--- config.mk ---
export PLATFORM = sky130hd
export DESIGN_NAME = mppt_incremental_conductance
export DESIGN_NICKNAME = d
export VERILOG_FILES = /design/src/rtl/mppt_ic_pkg.sv /design/src/rtl/mppt_ic_div.sv /design/src/rtl/mppt_ic_dp.sv /design/src/rtl/mppt_ic_ctrl.sv /design/src/rtl/mppt_incremental_conductance.sv
export VERILOG_INCLUDE_DIRS = /design/src /design/src/rtl
export SDC_FILE = /design/constraint.sdc
export NUM_CORES = 1
export LEC_CHECK = 0
export ABC_AREA = 1
export BUFFER_PORTS_ARGS = -buffer_cell sky130_fd_sc_hd__buf_2
export CAP_MARGIN = 20
export CORE_ASPECT_RATIO = 1.4
export CORE_UTILIZATION = 30
export CTS_CLUSTER_DIAMETER = 60
export DETAILED_ROUTE_END_ITERATION = 10
export SETUP_SLACK_MARGIN = 0.2
export SLEW_MARGIN = 20
export SYNTH_ARGS = -nofsm -noshare
export SYNTH_HDL_FRONTEND = slang
export SYNTH_SLANG_ARGS = --single-unit
--- constraint.sdc ---
create_clock -name clock -period 6.08 [get_ports clock]
set_input_delay 0.608 -clock clock [delete_from_list [all_inputs] [get_ports clock]]
set_output_delay 0.608 -clock clock [all_outputs]
set_load 0.005 [all_outputs]
--- src/rtl/mppt_incremental_conductance_macros.svh ---
// Assertion macros for the incremental-conductance tracker.
// Used by the top level; depends on nothing.
`ifndef MPPT_INCREMENTAL_CONDUCTANCE_MACROS_SVH
`define MPPT_INCREMENTAL_CONDUCTANCE_MACROS_SVH

// same-cycle implication
`define MPPT_ASSERT_IMPL(label, clk, rst, ante, cons, msg) \
   label: assert property (@(posedge clk) disable iff (rst) (ante) |-> (cons)) \
      else $error(msg);

// next-cycle implication
`define MPPT_ASSERT_NEXT(label, clk, rst, ante, cons, msg) \
   label: assert property (@(posedge clk) disable iff (rst) (ante) |=> (cons)) \
      else $error(msg);

`endif

--- src/rtl/mppt_ic_pkg.sv ---
// Shared widths, constants, codes and controller/datapath interface types
// for the incremental-conductance tracker. Depends on nothing.
package mppt_ic_pkg;

   localparam int PWM_PERIOD = 64;

   localparam int V_W     = 14;
   localparam int I_W     = 13;
   localparam int DUTY_W  = 7;
   localparam int DU_W    = V_W + 1;
   localparam int DI_W    = I_W + 1;
   localparam int PROD_W  = 24;
   localparam int MAG_W   = PROD_W - 1;
   localparam int DEN_W   = V_W;
   localparam int CNT_W   = $clog2(MAG_W + 1);
   localparam int SCALE_W = 11;
   localparam int CSR_IDX_W  = 1;
   localparam int CSR_DATA_W = V_W;

   localparam logic signed [SCALE_W-1:0] SCALE = SCALE_W'(1000);
   localparam logic [DUTY_W-1:0] DUTY_RESET     = DUTY_W'(5);
   localparam logic [DUTY_W-1:0] DUTY_TOP       = '1;
   localparam logic [DUTY_W-1:0] MAX_DUTY_RESET = DUTY_W'(PWM_PERIOD - PWM_PERIOD / 10);
   localparam logic [V_W-1:0]    CUTOFF_RESET   = V_W'(4200);

   typedef enum logic [CSR_IDX_W-1:0] {
      REG_MAX_DUTY = 1'b0,
      REG_CUTOFF   = 1'b1
   } reg_index_type;

   typedef enum logic [1:0] {
      MODE_HOLD,
      MODE_CURRENT,
      MODE_SLOPE
   } step_mode_type;

   typedef struct packed {
      logic          load;
      logic          diff;
      logic          mul;
      logic          sel;
      logic          div_start;
      logic          save_q1;
      logic          update;
      step_mode_type mode;
   } ctrl_cmd_type;

   typedef struct packed {
      logic du_zero;
      logic u_zero;
      logic div_done;
      logic div_busy;
      logic out_free;
   } dp_status_type;

endpackage

--- src/rtl/mppt_ic_div.sv ---
// Radix-2 restoring divider, one quotient bit per cycle, signed result.
// Depends on mppt_ic_pkg.
module mppt_ic_div import mppt_ic_pkg::*; (
   input  logic                     clock,
   input  logic                     reset,
   input  logic                     start,
   input  logic [MAG_W-1:0]         num_mag,
   input  logic [DEN_W-1:0]         den_mag,
   input  logic                     neg,
   output logic                     busy,
   output logic                     done,
   output logic signed [PROD_W-1:0] quotient
);

   logic [MAG_W-1:0] num_ff, num_in;
   logic [DEN_W-1:0] rem_ff, rem_in;
   logic [DEN_W-1:0] den_ff, den_in;
   logic             neg_ff, neg_in;
   logic [CNT_W-1:0] cnt_ff, cnt_in;
   logic             busy_ff, busy_in;
   logic             done_ff, done_in;
   logic [DEN_W:0]   trial;
   logic             qbit;

   always_comb begin
      trial  = {rem_ff, num_ff[MAG_W-1]};
      qbit   = (trial >= {1'b0, den_ff});
      num_in = num_ff;
      rem_in = rem_ff;
      den_in = den_ff;
      neg_in = neg_ff;
      cnt_in = cnt_ff;
      busy_in = busy_ff;
      done_in = 1'b0;
      if (start) begin
         num_in  = num_mag;
         rem_in  = '0;
         den_in  = den_mag;
         neg_in  = neg;
         cnt_in  = CNT_W'(MAG_W);
         busy_in = 1'b1;
      end else if (busy_ff) begin
         rem_in = qbit ? DEN_W'(trial - {1'b0, den_ff}) : trial[DEN_W-1:0];
         num_in = {num_ff[MAG_W-2:0], qbit};
         cnt_in = cnt_ff - CNT_W'(1);
         if (cnt_ff == CNT_W'(1)) begin
            busy_in = 1'b0;
            done_in = 1'b1;
         end
      end
   end

   always_ff @(posedge clock) begin
      num_ff <= num_in;
      rem_ff <= rem_in;
      den_ff <= den_in;
      neg_ff <= neg_in;
      if (reset) begin
         cnt_ff  <= '0;
         busy_ff <= 1'b0;
         done_ff <= 1'b0;
      end else begin
         cnt_ff  <= cnt_in;
         busy_ff <= busy_in;
         done_ff <= done_in;
      end
   end

   assign busy     = busy_ff;
   assign done     = done_ff;
   assign quotient = neg_ff ? -$signed({1'b0, num_ff}) : $signed({1'b0, num_ff});

endmodule

--- src/rtl/mppt_ic_dp.sv ---
// Tracker datapath: samples, differences, scaling multiply, shared divider,
// duty update, configuration registers and result register.
// Depends on mppt_ic_pkg and mppt_ic_div.
module mppt_ic_dp import mppt_ic_pkg::*; (
   input  logic                 clock,
   input  logic                 reset,
   input  ctrl_cmd_type         cmd,
   output dp_status_type        status,
   input  logic [V_W-1:0]       req_solar_voltage_mv,
   input  logic signed [I_W-1:0] req_solar_current_ma,
   input  logic [V_W-1:0]       req_battery_voltage_mv,
   input  logic                 csr_wr_en,
   input  logic [CSR_IDX_W-1:0] csr_index,
   input  logic [CSR_DATA_W-1:0] csr_wr_data,
   output logic                 rsp_valid,
   input  logic                 rsp_ready,
   output logic [DUTY_W-1:0]    rsp_applied_duty,
   output logic [DUTY_W-1:0]    rsp_tracked_duty,
   output logic                 rsp_cutoff_active
);

   logic [V_W-1:0]           u_ff, vbat_ff, prev_v_ff;
   logic signed [I_W-1:0]    i_ff, prev_i_ff;
   logic signed [DU_W-1:0]   du_ff;
   logic signed [DI_W-1:0]   di_ff;
   logic signed [PROD_W-1:0] prod_ff, prod_in;
   logic signed [PROD_W-1:0] q1_ff;
   logic signed [PROD_W-1:0] q2;
   logic [DUTY_W-1:0]        duty_ff, duty_step, duty_clamp;
   logic [DUTY_W-1:0]        max_duty_ff;
   logic [V_W-1:0]           cutoff_ff;
   logic                     rsp_valid_ff;
   logic [DUTY_W-1:0]        applied_ff, tracked_ff;
   logic                     cut_ff;
   logic signed [DI_W-1:0]   mul_a;
   logic [MAG_W-1:0]         num_mag;
   logic [DEN_W-1:0]         den_mag;
   logic [DU_W-1:0]          du_abs;
   logic                     div_neg, div_busy, div_done;
   logic                     go_down, go_up, cut;
   reg_index_type            idx;

   always_comb begin
      mul_a   = cmd.sel ? -$signed({i_ff[I_W-1], i_ff}) : di_ff;
      prod_in = PROD_W'(mul_a) * PROD_W'(SCALE);
      du_abs  = du_ff[DU_W-1] ? DU_W'(-du_ff) : DU_W'(du_ff);
      num_mag = prod_ff[PROD_W-1] ? MAG_W'(-prod_ff) : prod_ff[MAG_W-1:0];
      den_mag = cmd.sel ? u_ff : du_abs[DEN_W-1:0];
      div_neg = prod_ff[PROD_W-1] ^ (cmd.sel ? 1'b0 : du_ff[DU_W-1]);
   end

   mppt_ic_div u_div (
      .clock    (clock),
      .reset    (reset),
      .start    (cmd.div_start),
      .num_mag  (num_mag),
      .den_mag  (den_mag),
      .neg      (div_neg),
      .busy     (div_busy),
      .done     (div_done),
      .quotient (q2)
   );

   always_comb begin
      go_down = 1'b0;
      go_up   = 1'b0;
      case (cmd.mode)
         MODE_CURRENT: begin
            go_down = (di_ff > 0);
            go_up   = (di_ff < 0);
         end
         MODE_SLOPE: begin
            go_down = (q1_ff > q2);
            go_up   = (q1_ff < q2);
         end
         default: begin
            go_down = 1'b0;
            go_up   = 1'b0;
         end
      endcase
      duty_step = duty_ff;
      if (go_down && duty_ff != '0) duty_step = duty_ff - DUTY_W'(1);
      if (go_up && duty_ff != DUTY_TOP) duty_step = duty_ff + DUTY_W'(1);
      duty_clamp = (duty_step > max_duty_ff) ? max_duty_ff : duty_step;
      cut = (vbat_ff >= cutoff_ff);
      idx = reg_index_type'(csr_index);
   end

   always_ff @(posedge clock) begin
      if (cmd.load) begin
         u_ff    <= req_solar_voltage_mv;
         i_ff    <= req_solar_current_ma;
         vbat_ff <= req_battery_voltage_mv;
      end
      if (cmd.diff) begin
         du_ff <= $signed({1'b0, u_ff}) - $signed({1'b0, prev_v_ff});
         di_ff <= DI_W'(i_ff) - DI_W'(prev_i_ff);
      end
      if (cmd.mul) prod_ff <= prod_in;
      if (cmd.save_q1) q1_ff <= q2;
      if (cmd.update) begin
         tracked_ff <= duty_clamp;
         applied_ff <= cut ? '0 : duty_clamp;
         cut_ff     <= cut;
      end
      if (reset) begin
         prev_v_ff    <= '0;
         prev_i_ff    <= '0;
         duty_ff      <= DUTY_RESET;
         max_duty_ff  <= MAX_DUTY_RESET;
         cutoff_ff    <= CUTOFF_RESET;
         rsp_valid_ff <= 1'b0;
      end else begin
         if (cmd.update) begin
            duty_ff   <= duty_clamp;
            prev_v_ff <= u_ff;
            prev_i_ff <= i_ff;
         end
         if (csr_wr_en) begin
            case (idx)
               REG_MAX_DUTY: max_duty_ff <= csr_wr_data[DUTY_W-1:0];
               REG_CUTOFF:   cutoff_ff   <= csr_wr_data[V_W-1:0];
               default:      cutoff_ff   <= cutoff_ff;
            endcase
         end
         if (cmd.update) rsp_valid_ff <= 1'b1;
         else if (rsp_ready) rsp_valid_ff <= 1'b0;
      end
   end

   always_comb begin
      status.du_zero  = (du_ff == '0);
      status.u_zero   = (u_ff == '0);
      status.div_done = div_done;
      status.div_busy = div_busy;
      status.out_free = !rsp_valid_ff || rsp_ready;
   end

   assign rsp_valid         = rsp_valid_ff;
   assign rsp_applied_duty  = applied_ff;
   assign rsp_tracked_duty  = tracked_ff;
   assign rsp_cutoff_active = cut_ff;

endmodule

--- src/rtl/mppt_ic_ctrl.sv ---
// Tracker controller: sample, difference, two divisions if needed, update.
// Depends on mppt_ic_pkg.
module mppt_ic_ctrl import mppt_ic_pkg::*; (
   input  logic          clock,
   input  logic          reset,
   input  logic          req_valid,
   output logic          req_ready,
   input  dp_status_type status,
   output ctrl_cmd_type  cmd
);

   typedef enum logic [3:0] {
      S_IDLE,
      S_DIFF,
      S_DECIDE,
      S_MUL1,
      S_LOAD1,
      S_DIV1,
      S_MUL2,
      S_LOAD2,
      S_DIV2,
      S_UPDATE
   } state_type;

   state_type     state_ff, state_in;
   step_mode_type mode_ff, mode_in;
   logic          req_ready_ff;

   always_comb begin
      state_in = state_ff;
      mode_in  = mode_ff;
      cmd      = '0;
      cmd.mode = mode_ff;
      case (state_ff)
         S_IDLE: begin
            if (req_valid && req_ready_ff) begin
               cmd.load = 1'b1;
               state_in = S_DIFF;
            end
         end
         S_DIFF: begin
            cmd.diff = 1'b1;
            state_in = S_DECIDE;
         end
         S_DECIDE: begin
            if (status.du_zero) begin
               mode_in  = MODE_CURRENT;
               state_in = S_UPDATE;
            end else if (status.u_zero) begin
               mode_in  = MODE_HOLD;
               state_in = S_UPDATE;
            end else begin
               mode_in  = MODE_SLOPE;
               state_in = S_MUL1;
            end
         end
         S_MUL1: begin
            cmd.mul  = 1'b1;
            state_in = S_LOAD1;
         end
         S_LOAD1: begin
            cmd.div_start = 1'b1;
            state_in      = S_DIV1;
         end
         S_DIV1: begin
            if (status.div_done) begin
               cmd.save_q1 = 1'b1;
               state_in    = S_MUL2;
            end
         end
         S_MUL2: begin
            cmd.mul  = 1'b1;
            cmd.sel  = 1'b1;
            state_in = S_LOAD2;
         end
         S_LOAD2: begin
            cmd.sel       = 1'b1;
            cmd.div_start = 1'b1;
            state_in      = S_DIV2;
         end
         S_DIV2: begin
            if (status.div_done) state_in = S_UPDATE;
         end
         S_UPDATE: begin
            if (status.out_free) begin
               cmd.update = 1'b1;
               state_in   = S_IDLE;
            end
         end
         default: state_in = S_IDLE;
      endcase
   end

   always_ff @(posedge clock) begin
      if (reset) begin
         state_ff     <= S_IDLE;
         mode_ff      <= MODE_HOLD;
         req_ready_ff <= 1'b1;
      end else begin
         state_ff     <= state_in;
         mode_ff      <= mode_in;
         req_ready_ff <= (state_in == S_IDLE);
      end
   end

   assign req_ready = req_ready_ff;

endmodule

--- src/rtl/mppt_incremental_conductance.sv ---
// Incremental-conductance tracker top level: one result per item.
// With no voltage change or zero voltage the divisions are skipped; otherwise
// the two 23-step divisions run in turn through the one shared divider.
// One item in flight; the next is taken while a result waits in the output register.
// Synchronous active-high reset: duty 5, previous samples 0, registers to defaults.
`include "mppt_incremental_conductance_macros.svh"
module mppt_incremental_conductance import mppt_ic_pkg::*; (
   input  logic                  clock,
   input  logic                  reset,
   input  logic                  req_valid,
   output logic                  req_ready,
   input  logic [V_W-1:0]        req_solar_voltage_mv,
   input  logic signed [I_W-1:0] req_solar_current_ma,
   input  logic [V_W-1:0]        req_battery_voltage_mv,
   output logic                  rsp_valid,
   input  logic                  rsp_ready,
   output logic [DUTY_W-1:0]     rsp_applied_duty,
   output logic [DUTY_W-1:0]     rsp_tracked_duty,
   output logic                  rsp_cutoff_active,
   input  logic                  csr_wr_en,
   input  logic [CSR_IDX_W-1:0]  csr_index,
   input  logic [CSR_DATA_W-1:0] csr_wr_data
);

   ctrl_cmd_type  cmd;
   dp_status_type status;

   mppt_ic_ctrl u_ctrl (
      .clock     (clock),
      .reset     (reset),
      .req_valid (req_valid),
      .req_ready (req_ready),
      .status    (status),
      .cmd       (cmd)
   );

   mppt_ic_dp u_dp (
      .clock                  (clock),
      .reset                  (reset),
      .cmd                    (cmd),
      .status                 (status),
      .req_solar_voltage_mv   (req_solar_voltage_mv),
      .req_solar_current_ma   (req_solar_current_ma),
      .req_battery_voltage_mv (req_battery_voltage_mv),
      .csr_wr_en              (csr_wr_en),
      .csr_index              (csr_index),
      .csr_wr_data            (csr_wr_data),
      .rsp_valid              (rsp_valid),
      .rsp_ready              (rsp_ready),
      .rsp_applied_duty       (rsp_applied_duty),
      .rsp_tracked_duty       (rsp_tracked_duty),
      .rsp_cutoff_active      (rsp_cutoff_active)
   );

   `MPPT_ASSERT_NEXT(a_one_item, clock, reset, req_valid && req_ready, !req_ready, "second item taken while busy")
   `MPPT_ASSERT_IMPL(a_div_busy, clock, reset, status.div_busy, !req_ready, "divider busy while ready")
   `MPPT_ASSERT_IMPL(a_cutoff_zero, clock, reset, rsp_valid && rsp_cutoff_active, rsp_applied_duty == '0, "duty applied in cutoff")
   `MPPT_ASSERT_IMPL(a_duty_match, clock, reset, rsp_valid && !rsp_cutoff_active, rsp_applied_duty == rsp_tracked_duty, "applied differs from tracked")

endmodule
==> results.md, run 1 <==
- Status: complete, no violations
- Netlist Area Pre-Place: 16220 sq um
- Core Box Area: 53300 sq um
- Crit-path most repeated cell: nand2_1
- Post-Syn Nets: 2036
- Layout cells sized above 1: 14.65%
- Synth unique cells: 54
- Crit share post-route: 92.76%
- Routability congestion estimate: 0.8522
- Remaining DRCs: 0
- Initial Util: 30.43%
- Clock sink count: 252
- Sequential fraction of the synthesis area: 41.48%
- RSZ-0062 raised after global routing: yes
- Count leader, synth: inv_1
- # placed instances: 2558
- Syn Inst Count: 1775
- Final WL: 33800 microns
- Global-route total usage across every layer: 12.28%
- Fill count: 5467
- Ys flop type: edfxtp_1
- Clock Path Buffers: 3
- Diode count: 0
- Routed Antenna Nets: 0
- Max Clock Freq: 0.1773 GHz
- Synthesis warning total: 0
- Area Overhead vs Synth: 16.50%
- Main combinational cell family by area after synthesis: adder cells
- Die Y: 277.1 microns
- Vias in the first global route: 12056
- Startpoint types: flop
- Cell area after layout: 18890 sq um
- Drt first pass iters: 5
- Hold WC Path Type: input pin to flop
- Count of input and output buffers: 77
- Xor/xnor share of the synthesized area: 5.994%
- Max-cap violations: 0
- Area post-placement: 17570 sq um
- Number of synthesized register bits: 252
- CTS tree: done
- Setup CP Type: flop to flop
- Adder and majority gate portion of the synthesized area: 17.84%
- Largest area contributor in the netlist: edfxtp_1
- Top cells by area, synth: edfxtp_1 31%, ha_1 11%, dfxtp_1 10%
- Hold_ws: 232.4 ps
- Crit path max-delay cell type: edfxtp_1
- Fin Clk Skew: 15.29 ps
- Die width: 198.5 microns
- Via/cell ratio: 4.568
- Ports: 78
- CTS buffer count: 27
- Initial antenna violation count: 0
- Max-slew headroom: 33.28%
- DIE AREA: 55010 sq um
- Clk pin slew, worst setup/hold paths: 60 ps
- Simple-gate share of the synthesized area: 14.89%
- Max-slew violation count: 0
- Hold Fails Final Rpt: 0
- Setup crit end kind: flop
- CP peak stage delay: 390 ps
- Worst-Skew Late Latency: 550 ps
- Mux share of post-synthesis cell area: 0%
- Syn avg cell area: 9.137 sq um
- CP arrival: 5890 ps
- Final TNS setup: 0 ps
- DR vias: 11992
- Synth cell count leaders: 291 x inv_1, 254 x nand2_1, 168 x edfxtp_1
- H-tree Lvls: 1
- Final cell count without fillers: 2625
- Nets: 2152
- Remaining global-route overflow: 0
- DP Wirelength: 26190 microns
- Largest net degree at the start of global routing: 54
- Fin crit period: 5640 ps
- 1st-iter DRT viols: 521
- Post-synthesis compound-gate area fraction: 11.88%
- Synth async-reset ratio: 0%
- Root Driver: clkbuf_16
- Least-Margin Pin Slew: 998.4 ps
- Wirelength per Cell: 12.88 microns
- # setup viols final: 0
- CP required: 6330 ps
- CP max FO: 7
- First-pass GRT wire length: 55840 microns
- Row cnt: 100
- Synth top area share: 31.11%
- Post-synth EDFFs: 168
stage by stage:
stage	util, %	setup slack (ps)
6_report	35.45	440.4
5_1_grt	35.45	81.99
4_1_cts	34.54	190.6
3_5_place_dp	32.96	62.04
3_3_place_gp	32.96	234.5
2_1_floorplan	-	242.1
worst paths after layout:
check | slack [ps] | depth (start not counted) | to | startpoint
hold reg to reg | 460 | 2 | u_dp.prev_v_ff[10] | u_dp.prev_v_ff[10]
setup reg to reg | 440 | 36 | u_dp.rsp_applied_duty[3] | u_dp.u_div.num_ff[1]
setup / recovery | 440 | 36 | u_dp.rsp_applied_duty[3] | u_dp.u_div.num_ff[1]
hold / removal | 230 | 1 | u_dp.u_ff[7] | req_solar_voltage_mv[7]
cells by family after synthesis:
kind of cell               Yosys count
and+or+nand+nor                    525
AOI/OAI and AO/OA                  348
buffers and inverters              339
DFF                                252
adders and majority gates          200
xor gates and xnor gates           111
sequential cells by signal, summed over array words and instances, names as in the netlist, 5 cells and up:
signal,flops
u_dp.q1_ff,24
u_dp.u_div.num_ff,23
u_dp.prod_ff,21
u_dp.du_ff,15
u_dp.cutoff_ff,14
u_dp.di_ff,14
u_dp.prev_v_ff,14
u_dp.u_div.den_ff,14
u_dp.u_div.rem_ff,14
u_dp.u_ff,14
u_dp.vbat_ff,14
u_dp.i_ff,13
u_dp.prev_i_ff,13
u_dp.duty_ff,7
u_dp.max_duty_ff,7
u_dp.rsp_applied_duty,7
u_dp.rsp_tracked_duty,7
u_dp.u_div.cnt_ff,5
metal layers:
metal,vias to the layer above,share of wire [%],GRT usage (%)
met3,58,3.2,1.632
met4,0,2.7,4.260
met2,163,54,23.71
met5,-,0,0
met1,5614,40,13.40
li1,6157,-,-
worst max-delay path, delay by kind of cell (launching register included):
family / cells / cell delay, ps
AND/OR/NAND/NOR: 27 / 3620
AO/OA/AOI/OAI: 3 / 300
buffers and inverters: 3 / 410
adder cells (fa/ha/maj): 2 / 450
XOR/XNOR: 1 / 170
flip-flops: 1 / 390
cells in the final DEF, fill, tap and decap left out, types with 9 or more instances in the layout:
master,instances
nor2_1,94
or2_2,11
ha_1,139
inv_1,285
nand2_2,21
a211oi_1,9
o21ai_0,135
xor2_1,86
nand2_1,245
nor3_1,27
clkinv_1,9
fa_1,52
buf_2,77
edfxtp_1,168
a21oi_1,130
inv_2,13
nand4_1,17
buf_4,42
o211ai_1,13
dfxtp_1,84
nand3_2,17
xnor2_1,24
nand3_1,37
nor4_1,12
o21ai_1,10
clkbuf_16,27
repair_timing:
item                       CTS  global route
gates cloned                 0             0
gates resized for setup      5            76
hold buffers                 0             0
buffers inserted             1            16
setup endpoints to repair   20            28
pin swaps                    1            46
cell type report:
type                            count  area, sq um  area share [%]
Multi-Input combinational cell   1184         8571           45.36
Sequential cell                   252         6726           35.60
Inverter                          304         1141           6.039
Tap cell                          714        893.4           4.728
Timing Repair Buffer              122        738.2           3.907
Clock buffer                       34        701.9           3.715
Clock inverter                     15        122.6          0.6490
Power of run 1 is left out: the tool's default activity adds up to more than one toggle a clock period on the data nets, which glitch-free logic cannot reach.
==> run 2, diff against run 1 <==
Settings changed: BUFFER_PORTS_ARGS -buffer_cell sky130_fd_sc_hd__buf_2 to -buffer_cell sky130_fd_sc_hd__buf_4, PLACE_DENSITY set to 0.44.
==> run 2 against run 1 <==
Net effect:
- clock skew fell by 6.4 ps
- first-iteration DRC count fell by 20%
- worst setup slack improved by 24 ps
- die area did not move
- critical path type unchanged
- maximum frequency rose by 0.43%
- via count fell by 1.1%
- register-to-register slack improved by 20 ps
- cell area rose by 2.5%
==> results.md, run 2 (synthesis results as in run 1) <==
- Wirelength per Cell: 13.68 microns (+6.2%)
- CP arrival: 5920 ps (+30 ps)
- Met3 Resource Use GR: 2.351% (+0.72 points)
- PwrDens: 657.8 nW/um^2
- Worst R2R Path Depth: 30 (-17%)
- Most frequent cells in the layout: 283 x inv_1, 245 x nand2_1, 168 x edfxtp_1, 144 x buf_4, 141 x ha_1
- First-pass GRT wire length: 59060 microns (+5.8%)
- Remaining global-route overflow: 0 (unchanged)
- Setup CP Type: flop to flop
- 1st-iter DRT viols: 418 (-20%)
- Fill count: 5502 (+0.64%)
- Status: complete, no violations
- Layout cells sized above 1: 16.20% (+1.6 points)
- Clock Path Buffers: 3 (unchanged)
- Drt first pass iters: 5 (unchanged)
- Row cnt: 100 (unchanged)
- Routed Antenna Nets: 0 (unchanged)
- R2r startpoint: u_dp.i_ff[1]
- DP Wirelength: 28600 microns (+9.2%)
- H-tree Lvls: 1 (unchanged)
- Clk pin slew, worst setup/hold paths: 60 ps (about the same)
- Area Overhead vs Synth: 19.40%
- Top flop regs: u_dp.q1_ff: 24 flops, u_dp.u_div.num_ff: 23 flops, u_dp.prod_ff: 21 flops
- CP required: 6380 ps (+50 ps)
- # setup viols final: 0 (unchanged)
- Max-slew violation count: 0 (unchanged)
- Vias in the first global route: 12164 (+0.90%)
- Register Area: 6726 sq um (unchanged)
- Largest net degree at the start of global routing: 47 (-13%)
- R2r endpoint: u_dp.prod_ff[21]
- Clock share of power: 13.0%
- Routability congestion estimate: 0.8386 (-1.6%)
- Nets: 2177 (+1.2%)
- Initial Util: 30.43% (unchanged)
- Global-route total usage across every layer: 13.25% (+0.97 points)
- Crit path to: u_dp.prod_ff[21]
- CTS buffer count: 28 (+3.7%)
- Remaining DRCs: 0 (unchanged)
- Max reg flops: 24 (unchanged)
- Flop-to-flop setup slack: 460 ps (+20 ps)
- Crit path max-delay cell type: fa_1
- Initial antenna violation count: 0 (unchanged)
- Startpoint types: flop
- Fin crit period: 5616 ps (-23.92 ps)
- DR vias: 11856 (-1.1%)
- NetSw: 5.375 mW
- Fin Clk Skew: 8.877 ps (-6.409 ps)
- Biggest register: u_dp.q1_ff
- Logic gate share of total power: 64.9%
- Hold-fix buffers at CTS: 0 (unchanged)
- DIE AREA: 55010 sq um (unchanged)
- Setup crit end kind: flop
- Crit share post-route: 92.36% (-0.39 points)
- Most Crowded Layer GR: met2
- Diode count: 0 (unchanged)
- Ports: 78 (unchanged)
- Leakage: 8.324 nW
- Via/cell ratio: 4.471 (-2.1%)
- Root Driver: clkbuf_16
- Core Box Area: 53300 sq um (unchanged)
- Die width: 198.5 microns (unchanged)
- Final Power: 12.74 mW
- Power Internal: 7.363 mW
- Hold_ws: 223.5 ps (-8.855 ps)
- Worst-Skew Late Latency: 560 ps (about the same)
- Clock sink count: 252 (unchanged)
- Final TNS setup: 0 ps (unchanged)
- Max-slew headroom: 35.52% (+2.2 points)
- Least-Margin Pin Slew: 967.2 ps (-31.20 ps)
- CTS tree: done
- Worst VDD drop: 664.6 uV
- Sw Share: 42.20%
- Max-cap violations: 0 (unchanged)
- CP max FO: 3 (-4)
- Seq pwr share: 22.1%
- Hold Fails Final Rpt: 0 (unchanged)
- Die Y: 277.1 microns (unchanged)
- CP peak stage delay: 540 ps (+150 ps)
- Area taken by multi-input logic gates: 8597 sq um (+0.31%)
- Met1 usage: 14.57% (+1.2 points)
- Final WL: 36270 microns (+7.3%)
- Max Clock Freq: 0.1781 GHz (+0.43%)
- Hold WC Path Type: input pin to flop
- Crit-path most repeated cell: nor2_1
- Count of input and output buffers: 77 (unchanged)
- Met2 usage: 25.25% (+1.5 points)
- Most common cell after layout, fill and taps aside: inv_1
- RSZ-0062 raised after global routing: yes
- Crit. Startpoint: u_dp.i_ff[1]
run 2: cell count changes in the layout (fill, tap and decap cells not counted), sizes merged:
cell,delta
buf,+24
bufinv,-1
clkbuf,+10
clkinv,-3
clkinvlp,-1
inv,-2
run 2: power by group through the flow:
stage | clock, mW | combinational [mW] | sequential (mW)
after floorplan | 0 | 5.39 | 2.77
after global placement | 0 | 7.08 | 2.85
after detailed placement | 0 | 7.08 | 2.85
after CTS | 1.72 | 7.18 | 2.81
after global routing | 1.79 | 9.52 | 2.85
final | 1.66 | 8.27 | 2.81
run 2: critical path, delay by kind of cell, from the launching register on:
family	cells	cell delay (ps)
flip-flops	1	440
AO/OA/AOI/OAI	6	790
buffers and inverters	5	280
XOR/XNOR	2	210
AND/OR/NAND/NOR	12	1330
adder cells (fa/ha/maj)	5	2320
run 2: final cells by class:
cell class                      count  area share [%]
Timing Repair Buffer              146           5.719
Clock buffer                       44           4.407
Inverter                          304           5.893
Sequential cell                   252           34.74
Multi-Input combinational cell   1184           44.40
Clock inverter                      8          0.2326
Tap cell                          714           4.614
run 2: stage by stage:
| stage | area (sq um) | setup WS, ps | instances | util, % |
|---|---|---|---|---|
| after global routing | 19360 | 28.57 | 2652 | 36.33 |
| after floorplan | 16220 | 242.1 | 1775 | - |
| after CTS | 18860 | 213.5 | 2636 | 35.38 |
| after global placement | 17950 | 141.9 | 2584 | 33.68 |
| final | 19360 | 464.4 | 2652 | 36.33 |
| after detailed placement | 17950 | 99.99 | 2584 | 33.68 |
run 2: routing by layer:
metal | vias up | routed length [microns]
met5 | - | 0
met4 | 0 | 975
met3 | 56 | 1372
met2 | 151 | 19210
met1 | 5438 | 14710
li1 | 6211 | -
run 2: worst min-delay path by stage:
| stage | from | depth (start not counted) | slack [ps] | to |
|---|---|---|---|---|
| floorplan | u_dp.cutoff_ff[10] | 2 | 440 | u_dp.cutoff_ff[10] |
| global placement | u_dp.prev_i_ff[8] | 2 | 450 | u_dp.prev_i_ff[8] |
| detailed placement | u_dp.prev_v_ff[12] | 2 | 450 | u_dp.prev_v_ff[12] |
| CTS | req_solar_current_ma[10] | 1 | 190 | u_dp.i_ff[10] |
| global route | req_solar_current_ma[8] | 1 | 190 | u_dp.i_ff[8] |
| finish | req_solar_current_ma[10] | 1 | 220 | u_dp.i_ff[10] |
run 2: what timing repair did:
action / in CTS / in global routing
setup endpoints to repair: 2 / 27
setup buffers: 0 / 15
pin swaps: 0 / 42
resized for setup: 4 / 89
Note: power is estimated with default switching activity, not from simulation.
==> run 3, diff against run 2 <==
Settings changed: PLACE_DENSITY 0.44 to 0.43.
Clock period 6.08 ns to 6.9 ns, I/O delays scaled along.
==> run 3 against run 2 <==
Net effect:
- sequential power shrank 12%
- core utilization decreased by 1.2 points
- sequential cell count did not move
- combinational power fell by 28%
- first-iteration DRC count up 5.3%
- power shrank 22%
- clock power is 7% lower
- hold slack gained 54 ps
- clock skew is 16 ps higher
- via count fell by 1.3%
- maximum frequency shrank 9.3%
- largest cell class unchanged
- largest power group unchanged
==> results.md, run 3 (synthesis results as in run 1) <==
- Drt first pass iters: 8 (+3)
- Clk pin slew, worst setup/hold paths: 60 ps (about the same)
- Layout cells sized above 1: 11.42% (-4.8 points)
- CP peak stage delay: 560 ps (+20 ps)
- Row cnt: 100 (unchanged)
- Hold Fails Final Rpt: 0 (unchanged)
- Die Y: 277.1 microns (unchanged)
- CTS buffer count: 31 (+11%)
- Area taken by multi-input logic gates: 8225 sq um (-4.3%)
- Least-Margin Pin Slew: 957.1 ps (-10.08 ps)
- RSZ-0062 raised after global routing: no
- Max reg flops: 24 (unchanged)
- Worst-Skew Late Latency: 590 ps (+30 ps)
- Hold_ws: 277.9 ps (+54.36 ps)
- CP required: 7210 ps (+830 ps)
- Routed Antenna Nets: 0 (unchanged)
- Setup CP Type: flop to flop
- Register Area: 6726 sq um (unchanged)
- Ports: 78 (unchanged)
- Worst VDD drop: 446.3 uV (-33%)
- Most common cell after layout, fill and taps aside: inv_1
- Most frequent cells in the layout: 288 x inv_1, 252 x nand2_1, 168 x edfxtp_1, 148 x ha_1, 143 x o21ai_0
- Fin worst setup slack: 710.9 ps (+246.5 ps)
- Max Clock Freq: 0.1616 GHz (-9.3%)
- Max-cap violations: 0 (unchanged)
- Via/cell ratio: 4.476 (+0.12%)
- Initial antenna violation count: 0 (unchanged)
- Core Box Area: 53300 sq um (unchanged)
- End-of-flow core utilization: 35.14% (-1.2 points)
- Flop-to-flop setup slack: 710 ps (+250 ps)
- Biggest register: u_dp.q1_ff
- Placement Setup Slack: 436.5 ps (+336.5 ps)
- Hold-fix buffers at CTS: 0 (unchanged)
- Clock sink count: 252 (unchanged)
- Diode count: 0 (unchanged)
- Vias in the first global route: 12089 (-0.62%)
- Buffers & Inverters on Critical Path: 7 (+2)
- Clock Path Buffers: 3 (unchanged)
- # setup viols final: 0 (unchanged)
- Count of input and output buffers: 77 (unchanged)
- DR vias: 11700 (-1.3%)
- CP max FO: 13 (+10)
- Hold WC Path Type: input pin to flop
- CTS tree: done
- Wirelength per Cell: 13.90 microns (+1.6%)
- 1st-iter DRT viols: 440 (+5.3%)
- PwrDens: 533.2 nW/um^2 (-19%)
- First-pass GRT wire length: 59580 microns (+0.89%)
- Crit path max-delay cell type: fa_1
- Worst path top cell family by delay: adder cells
- Leakage: 8.091 nW (-2.8%)
- Startpoint types: flop
- DIE AREA: 55010 sq um (unchanged)
- Remaining global-route overflow: 0 (unchanged)
- CP arrival: 6500 ps (+580 ps)
- Area Overhead vs Synth: 15.50%
- Setup crit end kind: flop
- Crit share post-route: 89.70% (-2.7 points)
- Die width: 198.5 microns (unchanged)
- Max-slew headroom: 35.91% (+0.39 points)
- Root Driver: clkbuf_16
- Remaining DRCs: 0 (unchanged)
- Routability congestion estimate: 0.8184 (-2.4%)
- Global-route total usage across every layer: 13.43% (+0.18 points)
- Fill count: 5529 (+0.49%)
- Top flop regs: u_dp.q1_ff: 24 flops, u_dp.u_div.num_ff: 23 flops, u_dp.prod_ff: 21 flops
- Final TNS setup: 0 ps (unchanged)
- Final WL: 36330 microns (+0.16%)
- Largest net degree at the start of global routing: 54 (+15%)
- H-tree Lvls: 1 (unchanged)
- Initial Util: 30.43% (unchanged)
- Nets: 2136 (-1.9%)
- DP Wirelength: 28800 microns (+0.70%)
- Fin crit period: 6189 ps (+573.5 ps)
- Fin Clk Skew: 24.80 ps (+15.92 ps)
- Max-slew violation count: 0 (unchanged)
- Status: complete, no violations
==> run 3: cell types whose count changed in the layout (fill, tap and decap cells not counted), sizes merged <==
cell / before / now
clkinv: 13 / 7
inv: 298 / 302
buf: 146 / 102
clkinvlp: 1 / 3
clkbuf: 44 / 50
==> run 3: metal layers <==
metal	wire [microns]	part of all wire, %	GRT usage [%]
met4	1052	2.9	4.655
met5	0	0	0
met2	19160	53	25.57
met3	1211	3.3	2.046
met1	14900	41	14.81
==> run 3: repair_timing <==
action / CTS / global route
endpoints found under the setup margin: 0 / 20
buffers inserted: 0 / 6
resized for setup: 0 / 6
==> run 3: where the power goes <==
group          switching (mW)  leakage, nW  total (mW)  internal [mW]
clock network           0.650        0.467        1.55          0.904
registers               0.183         2.22        2.48           2.29
logic                    3.45         5.40        5.96           2.51
==> run 3: worst paths after layout <==
path                             start  cells after the start                end
min          req_battery_voltage_mv[1]                      1    u_dp.vbat_ff[1]
min reg2reg          u_dp.prev_i_ff[9]                      2  u_dp.prev_i_ff[9]
max                 u_ctrl.state_ff[2]                     30   u_dp.prod_ff[21]
max reg2reg         u_ctrl.state_ff[2]                     30   u_dp.prod_ff[21]
==> run 3: area by class of cell <==
type	count	area share, %
clock inverters	8	0.3340
repair buffers	102	4.108
flip-flops and latches	252	35.91
inverters	304	6.112
clock buffers	50	4.856
well taps	714	4.769
multi-input cells	1184	43.91
==> run 3: per-stage QoR <==
step	power [mW]	instance area [sq um]	instances
4_1_cts	10.17	18670	2608
3_5_place_dp	8.527	17700	2550
5_1_grt	11.08	18730	2614
3_3_place_gp	8.523	17700	2550
6_report	9.988	18730	2614
2_1_floorplan	7.195	16220	1775
